<file path="config.mk">
export PLATFORM = sky130hd
export DESIGN_NAME = tpcm_ctrl
export DESIGN_NICKNAME = d
export VERILOG_FILES = /design/src/sv/tpcm_pkg.sv /design/src/sv/tpcm_ctrl.sv
export SDC_FILE = /design/constraint.sdc
export NUM_CORES = 1
export LEC_CHECK = 0
export BUFFER_PORTS_ARGS = -buffer_cell sky130_fd_sc_hd__buf_2
export CORE_AREA = 2 2 39 41
export DETAILED_ROUTE_END_ITERATION = 10
export DIE_AREA = 0 0 41 43
export PLACE_DENSITY_LB_ADDON = 0.25
export SYNTH_ARGS = -nofsm -noshare
export SYNTH_HDL_FRONTEND = slang
export SYNTH_SLANG_ARGS = --single-unit
</file>
<file path="constraint.sdc">
create_clock -name clk_i -period 1.9 [get_ports clk_i]
set_input_delay 0.38 -clock clk_i [delete_from_list [all_inputs] [get_ports clk_i]]
set_output_delay 0.38 -clock clk_i [all_outputs]
set_load 0.02 [all_outputs]
</file>
<file path="src/sv/tpcm_pkg.sv">
`timescale 1ns / 1ps

package tpcm_pkg;

  // Default geometry
  localparam int unsigned RING_SAMPLES_DEF   = 4096;
  localparam int unsigned FRAME_SAMPLES_DEF  = 256;
  localparam int unsigned NUM_POOLS_DEF      = 2;
  localparam int unsigned MAX_READ_DEF       = 64;
  localparam int unsigned PREFILL_FACTOR_DEF = 4;

  // Field widths
  localparam int unsigned SAMPLE_W = 16;
  localparam int unsigned TS_IN_W  = 31;
  localparam int unsigned TS_OUT_W = 32;
  localparam int unsigned COUNT_W  = 7;
  localparam int unsigned DELTA_W  = 16;

  // Stream widths
  localparam int unsigned IN_TDATA_W  = 80;
  localparam int unsigned IN_TUSER_W  = 2;
  localparam int unsigned OUT_TDATA_W = 64;
  localparam int unsigned OUT_TUSER_W = 1;

  localparam logic [DELTA_W-1:0] DELTA_RESET = 16'd1000;

  // Timestamp scale: floor(x / 1000) as (x * floor(2^32 / 1000)) >> 32 plus one fixup
  localparam int unsigned        TS_SCALE    = 1000;
  localparam int unsigned        RECIP_SHIFT = 32;
  localparam int unsigned        RECIP_W     = 23;
  localparam logic [RECIP_W-1:0] RECIP_MULT  = 23'd4294967;

  typedef enum logic {
    ACT_WRITE = 1'b0,
    ACT_READ  = 1'b1
  } action_e;

  typedef enum logic [2:0] {
    ST_IDLE,
    ST_EVAL,
    ST_TS_MUL,
    ST_TS_RECIP,
    ST_TS_FIX,
    ST_TS_SUM,
    ST_STREAM,
    ST_REFUSE
  } state_e;

  // Controller to datapath
  typedef struct packed {
    logic load_item;
    logic exec_write;
    logic exec_read;
    logic ts_latch;
    logic stream;
    logic finish;
    logic refuse;
  } cmd_t;

  // Datapath to controller
  typedef struct packed {
    logic is_read;
    logic pool_ok;
    logic grant;
    logic stream_done;
    logic out_free;
  } stat_t;

endpackage

</file>
<file path="src/sv/tpcm_ctrl.sv">
`timescale 1ns / 1ps

module tpcm_ctrl import tpcm_pkg::*; (
  input  logic  clk_i,
  input  logic  rst_ni,
  input  logic  s_valid_i,
  output logic  s_ready_o,
  input  stat_t stat_i,
  output cmd_t  cmd_o
);

  state_e state_q, state_d;

  // State register
  always_ff @(posedge clk_i or negedge rst_ni) begin
    if (!rst_ni) begin
      state_q <= ST_IDLE;
    end else begin
      state_q <= state_d;
    end
  end

  // Next state and commands
  always_comb begin
    state_d   = state_q;
    cmd_o     = '0;
    s_ready_o = 1'b0;
    unique case (state_q)
      ST_IDLE: begin
        s_ready_o = 1'b1;
        if (s_valid_i) begin
          cmd_o.load_item = 1'b1;
          state_d         = ST_EVAL;
        end
      end
      ST_EVAL: begin
        if (!stat_i.is_read) begin
          cmd_o.exec_write = 1'b1;
          state_d          = ST_IDLE;
        end else if (!stat_i.pool_ok) begin
          state_d = ST_REFUSE;
        end else begin
          cmd_o.exec_read = 1'b1;
          state_d         = stat_i.grant ? ST_TS_MUL : ST_REFUSE;
        end
      end
      ST_TS_MUL:   state_d = ST_TS_RECIP;
      ST_TS_RECIP: state_d = ST_TS_FIX;
      ST_TS_FIX:   state_d = ST_TS_SUM;
      ST_TS_SUM: begin
        cmd_o.ts_latch = 1'b1;
        state_d        = ST_STREAM;
      end
      ST_STREAM: begin
        cmd_o.stream = 1'b1;
        if (stat_i.stream_done) begin
          cmd_o.finish = 1'b1;
          state_d      = ST_IDLE;
        end
      end
      ST_REFUSE: begin
        cmd_o.refuse = 1'b1;
        if (stat_i.out_free) begin
          state_d = ST_IDLE;
        end
      end
      default: state_d = ST_IDLE;
    endcase
  end

endmodule

</file>
==> results of run 1 <==
==> power by group <==
part / total [W] / internal [W] / switching, W
combinational: 0.000304 / 0.000141 / 0.000163
clock: 0.000117 / 0.0000790 / 0.0000382
sequential: 0.000193 / 0.0000973 / 0.0000958
==> layout by cell type (no fill, tap or decap), drive strengths merged <==
master	instances
nor3	1
o21ai	1
a21oi	2
and2	2
nand3	1
or3	1
or2b	2
and4bb	1
inv	1
clkbuf	4
dlygate4sd3	1
nor3b	1
o21a	1
o2bb2ai	2
and3	1
buf	15
nor4b	1
dfrtp	3
nand2	4
a221oi	1
nor2	6
a311oi	1
==> cell families after synthesis <==
logic type / after synthesis
compound gates: 8
flops: 3
buf+inv: 4
simple gates: 21
==> per-layer routing <==
layer	global-route usage, %	up-vias	routed length [um]
li1	-	162	-
met1	13.2	135	310
met2	12.5	15	271
met3	4.71	5	77
met4	10.0	0	36
met5	0	-	0
==> worst paths after layout <==
path,from,end
worst max-delay path,state_q[2],cmd_o[4]
worst min-delay path,rst_ni,state_q[1]
worst max register to register,state_q[1],state_q[2]
worst min register to register,state_q[1],state_q[2]
max in group asynchronous,rst_ni,state_q[2]
min in group clk_i,stat_i[0],state_q[1]
==> through the flow <==
stage / std cells / area [um^2]
floorplan: 36 / 293
global placement: 64 / 358
detailed placement: 64 / 358
CTS: 69 / 394
global route: 69 / 394
finish: 69 / 394
==> synthesized netlist by cell type (2+ instances only) <==
cell and instances:
o2bb2ai_1 2, nor2_1 6, or2b_1 2, a21oi_1 2, buf_6 2, dfrtp_1 3, nand2_1 3
==> final cells by class <==
type | instances | area share, %
sequential | 3 | 19.0
timing repair buffer | 16 | 21.6
tap | 16 | 5.08
multi-input combinational | 29 | 46.7
clock buffer | 4 | 6.67
inverter | 1 | 0.952
==> worst max-delay path, delay by kind of cell, from the launching register on <==
family / cells / cell delay, ns
flops: 1 / 0.53
simple gates: 2 / 0.51
buf+inv: 1 / 0.15
==> impl_metrics.tcl, run 1 <==
set metrics [dict create \
    drt_iter0_markers 2 \
    p_per_area_mw_per_mm2 1560 \
    cts_sinks 3 \
    clk_pin_slew_ns 0.04 \
    worstHoldPathType "in2async" \
    synthFlopType "dfrtp_1" \
    max_freq_ghz 0.554 \
    rsz0062_at_grt "no" \
    yosys-top-cells-area "dfrtp_1, buf_6, nor2_1" \
    preCtsSetupSlack_ns 0.355 \
    post_drt_via_cell_ratio 4.59 \
    die_h_um 43 \
    crit_chain "and4bb_2 -> and2_2 -> buf_2" \
    setup_tns_ns 0 \
    insertion_delay_ns 0.24 \
    synth-simple-area-share_pct 41.0 \
    track_usage_pct 10.5 \
    synth_top_area_share_pct 25.6 \
    clk_path_buf_depth 2 \
    synth_top_area_cell "dfrtp_1" \
    grt_pass1_wl_mm 1.19 \
    critPathSlowestCell "dfrtp_1" \
    synth_xor_area_share_pct 0 \
    ff_latch_area_um2 75.1 \
    largestRegisters "state_q x3" \
    io_buffers 15 \
    peakVddDrop_mv 0.491 \
    synth-seq-cells 3 \
    antenna_found_initial 0 \
    required_ns 1.52 \
    syn2layout_area_growth_pct 34.6 \
    relSlewSlack_pct 77.1 \
    yosysWarningCount 0 \
    grt_max_degree 14 \
    hold_viol 0 \
    synth_edf_count 0 \
    synth_compound_area_share_pct 21.8 \
    worst_pin_slew_ns 0.344 \
    drive_above_1_share_pct 41.5 \
    start_util_pct 21.2 \
    muxShareOfSynthArea_pct 0 \
    drv_cap 0 \
    synth_fa_ha_area_share_pct 0 \
    drt-total-wl_um 695 \
    fill_cells 160 \
    status "completed" \
    path_class "reg2out" \
    grt_pass1_vias 271 \
    num_vias 317 \
    final_util_pct 28.5 \
    synth_nets 44 \
    synth_cell_types 23 \
    place_congestion 0.678 \
    die_w_um 41 \
    cts_resized 0 \
    slew_viol_final 0 \
    cts_tree "done" \
    synth_top_family_by_area "simple AND/OR/NAND/NOR gates" \
    setup_slack_ns 0.0953 \
    leakagePower_nw 0.193 \
    post_cts_buffers 0 \
    cts_buffers 3 \
    syn-mean-instance-area_um2 8.13 \
    core_mm2 0.00138 \
    dp_hpwl_um 515 \
    largest-register "state_q" \
    crit_fanout 13 \
    drc 0 \
    post_drt_wl_per_cell_um 10.1 \
    ff2ff_setup_slack_ns 0.66 \
    clock-root-buffer "clkbuf_4" \
    async_reset_ff_share_pct 100 \
    num-nets-final 62 \
    cts_hold_buf 1 \
    arrival_ns 1.42 \
    grt_remaining_overflow 0 \
    holdWs_ns 0.460 \
    dieArea_mm2 0.00176 \
    antennaDiodeCount 0 \
    netlist_area_um2 293 \
    max_stage_delay_ns 0.53 \
    multi_input_area_um2 184 \
    finalSetupViolations 0 \
    syn_inst 36 \
    r2r.worst_path.cells 3 \
    startpoint_type "register" \
    largest_reg_flops 3 \
    ios 16 \
    post-route-period-util_pct 95.0 \
    dr.pass1.iters 2 \
    h-tree-depth 1 \
    end_kind "output port" \
    fin_crit_ns 1.80 \
    ys_seq_area_share_pct 25.6 \
    finalClockSkew_ns 0.000447 \
    std_cell_rows 14 \
    power_w 0.000614 \
    ant_nets 0 \
]
Power figures use the tool's default switching activity.
==> run 2: changes to the inputs <==
--- a/config.mk
+++ b/config.mk
@@ -5,6 +5,7 @@
 export SDC_FILE = /design/constraint.sdc
 export NUM_CORES = 1
 export LEC_CHECK = 0
+export ABC_AREA = 1
 export BUFFER_PORTS_ARGS = -buffer_cell sky130_fd_sc_hd__buf_2
 export CORE_AREA = 2 2 39 41
 export DETAILED_ROUTE_END_ITERATION = 10
==> run 2 against run 1 <==
Against the previous run:
- cell count increased by 14%
- register-to-register slack improved by 0.16 ns
- non-clock buffer count unchanged
- clock skew about the same
- highest routed layer is now met3
- sequential share of layout area increased by 0.12 points
==> impl_metrics.tcl, run 2 <==
set metrics [dict create \
    dr.pass1.iters 2 \
    preCtsSetupSlack_ns 0.478 \
    die_w_um 41 \
    arrival_ns 1.28 \
    synth_cell_types 14 \
    max_freq_ghz 0.601 \
    layout_common_cells "buf_2, inv_1, nor2_1" \
    grt_max_degree 8 \
    synth_nets 51 \
    cts_buffers 3 \
    status "completed" \
    yosys-top-cells-count "inv_1, nor2_1, nand2_1, nand3_1" \
    largest_reg_flops 3 \
    insertion_delay_ns 0.23 \
    leakagePower_nw 0.243 \
    use_met3_pct 4.71 \
    p_per_area_mw_per_mm2 1540 \
    track_usage_pct 8.55 \
    setup_slack_ns 0.236 \
    grtUsageMet1_pct 11.3 \
    num_vias 321 \
    use_met2_pct 11.9 \
    grt_pass1_wl_mm 1.04 \
    top_usage_layer "met2" \
    post_cts_buffers 0 \
    grt_pass1_vias 288 \
    antenna_found_initial 0 \
    setup.worst_path.start "state_q[1]" \
    synthFlopType "dfrtp_1" \
    cts_sinks 3 \
    yosys-top-cells-area "dfrtp_1, nand3_1, inv_1" \
    drt-total-wl_um 619 \
    syn2layout_area_growth_pct 50.5 \
    finalClockSkew_ns 0.000941 \
    drt_iter0_markers 7 \
    finalSetupViolations 0 \
    dp_hpwl_um 529 \
    clk_path_buf_depth 2 \
    drv_cap 0 \
    end_kind "output port" \
    drc 0 \
    place_area_um2 355 \
    cts_tree "done" \
    largestRegisters "state_q x3" \
    worst_pin_slew_ns 0.262 \
    post_drt_wl_per_cell_um 7.84 \
    required_ns 1.52 \
    slew_viol_final 0 \
    critPathSlowestCell "dfrtp_1" \
    num-nets-final 72 \
    die_h_um 43 \
    core_mm2 0.00138 \
    crit_fanout 7 \
    yosysWarningCount 0 \
    async_reset_ff_share_pct 100 \
    cts_resized 0 \
    std_cell_rows 14 \
    ant_nets 0 \
    final_area_um2 392 \
    hold_viol 0 \
    r2r-start "state_q[2]" \
    cp_num_buf_inv 2 \
    clock-root-buffer "clkbuf_4" \
    post-route-period-util_pct 87.6 \
    syn-mean-instance-area_um2 6.05 \
    max_stage_delay_ns 0.45 \
    peakVddDrop_mv 0.444 \
    final_common_cell "buf_2" \
    synth-seq-cells 3 \
    path_class "reg2out" \
    crit_chain "nor2_1 -> inv_1 -> nor3_1 -> buf_2" \
    netlist_area_um2 260 \
    cpLargestDelayFamily "flip-flops" \
    h-tree-depth 1 \
    synth_edf_count 0 \
    antennaDiodeCount 0 \
    place_congestion 0.690 \
    syn_inst 43 \
    startpoint_type "register" \
    largest-register "state_q" \
    hold_start "stat_i[0]" \
    io_buffers 15 \
    synth_top_area_cell "dfrtp_1" \
    relSlewSlack_pct 82.5 \
    synth_top_area_share_pct 28.8 \
    drive_above_1_share_pct 39.7 \
    grt_remaining_overflow 0 \
    rsz0062_at_grt "no" \
    fin_crit_ns 1.66 \
    start_util_pct 18.8 \
    setup_tns_ns 0 \
    worstHoldPathType "in2reg" \
    post_drt_via_cell_ratio 4.06 \
    ys_seq_area_share_pct 28.8 \
    dieArea_mm2 0.00176 \
    ios 16 \
    clk_pin_slew_ns 0.04 \
]
[run 2: worst min-delay path, cell delays in order]
cell,delay [ns]
buf_2,0.08
inv_1,0.04
nand4_1,0.08
nand2_1,0.06
[run 2: worst paths after layout]
| kind | depth (start not counted) | endpoint | slack, ns |
|---|---|---|---|
| max reg2reg | 4 | state_q[1] | 0.82 |
| min reg2reg | 2 | state_q[0] | 0.64 |
| max | 4 | cmd_o[6] | 0.24 |
| min | 4 | state_q[0] | 0.45 |
| max in group asynchronous | 2 | state_q[0] | 1.31 |
| min in group asynchronous | 2 | state_q[1] | 0.48 |
[run 2: where the power goes]
| group | total (W) | internal (W) | switching, W |
|---|---|---|---|
| combinational | 0.000336 | 0.000117 | 0.000219 |
| sequential | 0.000157 | 0.0000981 | 0.0000591 |
| clock | 0.000108 | 0.0000785 | 0.0000299 |
[run 2: cell families (layout without fill, tap and decap cells)]
group,after synthesis,count (layout),share of synthesized area [%]
AO/OA/AOI/OAI,3,3,5.77
flip-flops,3,3,28.8
buffers and inverters,11,31,15.9
AND/OR/NAND/NOR,26,26,49.5
[run 2: area by class of cell]
cell class,instances,area [um^2]
clock buffer,4,26.3
fill,159,992
inverter,11,41.3
multi-input combinational,29,144
sequential,3,75.1
tap,16,20.0
timing repair buffer,16,85.1
[run 2: metrics by stage]
| step | hold slack [ns] | total power (W) | utilization (%) | instances |
|---|---|---|---|---|
| after CTS | 0.445 | 0.000617 | 28.3 | 79 |
| final | 0.449 | 0.000602 | 28.3 | 79 |
| after floorplan | 0.0844 | 0.000400 | - | 43 |
| after global routing | 0.469 | 0.000671 | 28.3 | 79 |
| after global placement | 0.178 | 0.000499 | 25.7 | 74 |
| after detailed placement | 0.178 | 0.000500 | 25.7 | 74 |
[run 2: what timing repair did]
item,in CTS,in global routing
setup endpoints to repair,0,0
hold buffers,1,0
hold endpoints to repair,3,0
[run 2: metal layers]
metal	vias up	part of all wire, %
li1	179	-
met1	127	50
met2	15	42
met3	0	7.8
met4	0	0
met5	-	0
==> run 3: changes to the inputs <==
--- a/config.mk
+++ b/config.mk
@@ -8,9 +8,10 @@
 export ABC_AREA = 1
 export BUFFER_PORTS_ARGS = -buffer_cell sky130_fd_sc_hd__buf_2
 export CORE_AREA = 2 2 39 41
+export CTS_CLUSTER_DIAMETER = 100
 export DETAILED_ROUTE_END_ITERATION = 10
 export DIE_AREA = 0 0 41 43
-export PLACE_DENSITY_LB_ADDON = 0.25
+export PLACE_DENSITY = 0.5
 export SYNTH_ARGS = -nofsm -noshare
 export SYNTH_HDL_FRONTEND = slang
 export SYNTH_SLANG_ARGS = --single-unit
==> run 3 against run 2 <==
Against the previous run:
- routed wire length shrank 0.48%
- clock power about the same
- maximum frequency rose by 1.1%
- critical path type unchanged
- worst setup slack better by 0.018 ns
- non-clock buffer count unchanged
- largest cell class unchanged
- design area is the same
- total power up 0.36%
- flip-flop and latch count did not move
==> impl_metrics.tcl, run 3 (synthesis gave the netlist of run 2 again) <==
set metrics [dict create \
    status "completed" \
    peakVddDrop_mv 0.564 \
    std_cell_rows 14 \
    grt_remaining_overflow 0 \
    power_w 0.000604 \
    p_per_area_mw_per_mm2 1540 \
    r2r-end "state_q[2]" \
    die_w_um 41 \
    dp.cells 74 \
    layout.cells.non_filler 79 \
    crit_fanout 7 \
    largest-register "state_q" \
    drive_above_1_share_pct 39.7 \
    hold_start "stat_i[0]" \
    drt-total-wl_um 616 \
    worstHoldEndpoint "state_q[0]" \
    worstHoldPathType "in2reg" \
    dp_hpwl_um 518 \
    ff2ff_setup_slack_ns 0.83 \
    multi_input_area_um2 144 \
    insertion_delay_ns 0.23 \
    core_mm2 0.00138 \
    h-tree-depth 1 \
    required_ns 1.52 \
    io_buffers 15 \
    post_cts_buffers 0 \
    largestRegisters "state_q x3" \
    finalSetupViolations 0 \
    rsz0062_at_grt "no" \
    cts_tree "done" \
    clock-root-buffer "clkbuf_4" \
    hold_viol 0 \
    grt_pass1_vias 260 \
    start_util_pct 18.8 \
    ff_latch_area_um2 75.1 \
    clk_pin_slew_ns 0.03 \
    dr.pass1.iters 3 \
    worst_pin_slew_ns 0.256 \
    end_kind "output port" \
    num-nets-final 72 \
    place_congestion 0.750 \
    ant_nets 0 \
    drt_iter0_markers 4 \
    post-route-period-util_pct 86.6 \
    post_drt_via_cell_ratio 4.05 \
    final_util_pct 28.3 \
    startpoint_type "register" \
    slew_viol_final 0 \
    r2r-start "state_q[2]" \
    path_class "reg2out" \
    final_common_cell "buf_2" \
    finalClockSkew_ns 0.000908 \
    dieArea_mm2 0.00176 \
    relSlewSlack_pct 83.0 \
    track_usage_pct 8.23 \
    cts_sinks 3 \
    post_drt_wl_per_cell_um 7.80 \
    layout_common_cells "buf_2, inv_1, nor2_1" \
    antennaDiodeCount 0 \
    leakagePower_nw 0.243 \
    largest_reg_flops 3 \
    max_freq_ghz 0.607 \
    cts_resized 0 \
    fin_crit_ns 1.65 \
    die_h_um 43 \
    ios 16 \
    syn2layout_area_growth_pct 50.5 \
    drv_cap 0 \
    min_delay_path_depth 4 \
    num_vias 320 \
    cts_buffers 3 \
    holdWs_ns 0.442 \
    fill_cells 169 \
    arrival_ns 1.27 \
    r2r.worst_path.cells 4 \
    grt_pass1_wl_um 972 \
    drc 0 \
    setup_tns_ns 0 \
    antenna_found_initial 0 \
    clk_path_buf_depth 2 \
    grt_max_degree 8 \
]
-- run 3: worst max path at each step --
stage                          end       start  slack, ns  depth (start not counted)
after floorplan           cmd_o[6]  state_q[1]       0.38                          3
after global placement    cmd_o[6]  state_q[1]       0.53                          4
after detailed placement  cmd_o[6]  state_q[1]       0.48                          4
after CTS                 cmd_o[6]  state_q[1]       0.23                          4
after global routing      cmd_o[6]  state_q[1]       0.14                          4
final                     cmd_o[6]  state_q[1]       0.25                          4
-- run 3: routing by layer --
| metal | vias to the layer above | GRT usage [%] | routed length, um |
|---|---|---|---|
| met5 | - | 0 | 0 |
| met1 | 131 | 10.6 | 310 |
| met4 | 0 | 4.00 | 0 |
| met3 | 0 | 4.71 | 56 |
| met2 | 14 | 10.6 | 249 |
| li1 | 175 | - | - |
-- run 3: repair_timing --
| item | CTS | global route |
|---|---|---|
| hold buffers | 1 | 0 |
| setup endpoints to repair | 0 | 0 |
| hold endpoints to repair | 3 | 0 |
-- run 3: area by class of cell --
class | instances | area share, %
Clock buffer | 4 | 6.71
Inverter | 11 | 10.5
Multi-Input combinational cell | 29 | 36.7
Sequential cell | 3 | 19.2
Tap cell | 16 | 5.11
Timing Repair Buffer | 16 | 21.7
-- run 3: metrics by stage --
step | setup slack, ns | instance area [um^2]
after detailed placement | 0.482 | 355
after global routing | 0.143 | 392
after CTS | 0.229 | 392
after floorplan | 0.384 | 260
final | 0.254 | 392
after global placement | 0.526 | 355
-- run 3: where the power goes --
part,internal (W),switching (W),total (W)
Clock,0.0000785,0.0000301,0.000109
Sequential,0.0000981,0.0000579,0.000156
Combinational,0.000117,0.000222,0.000339
Total,0.000294,0.000310,0.000604
-- run 3: worst max-delay path, cell delays in order, from the launching register on --
cell and delay, ns:
dfrtp_1 0.45, nor2_1 0.20, inv_1 0.09, nor3_1 0.12, buf_2 0.18
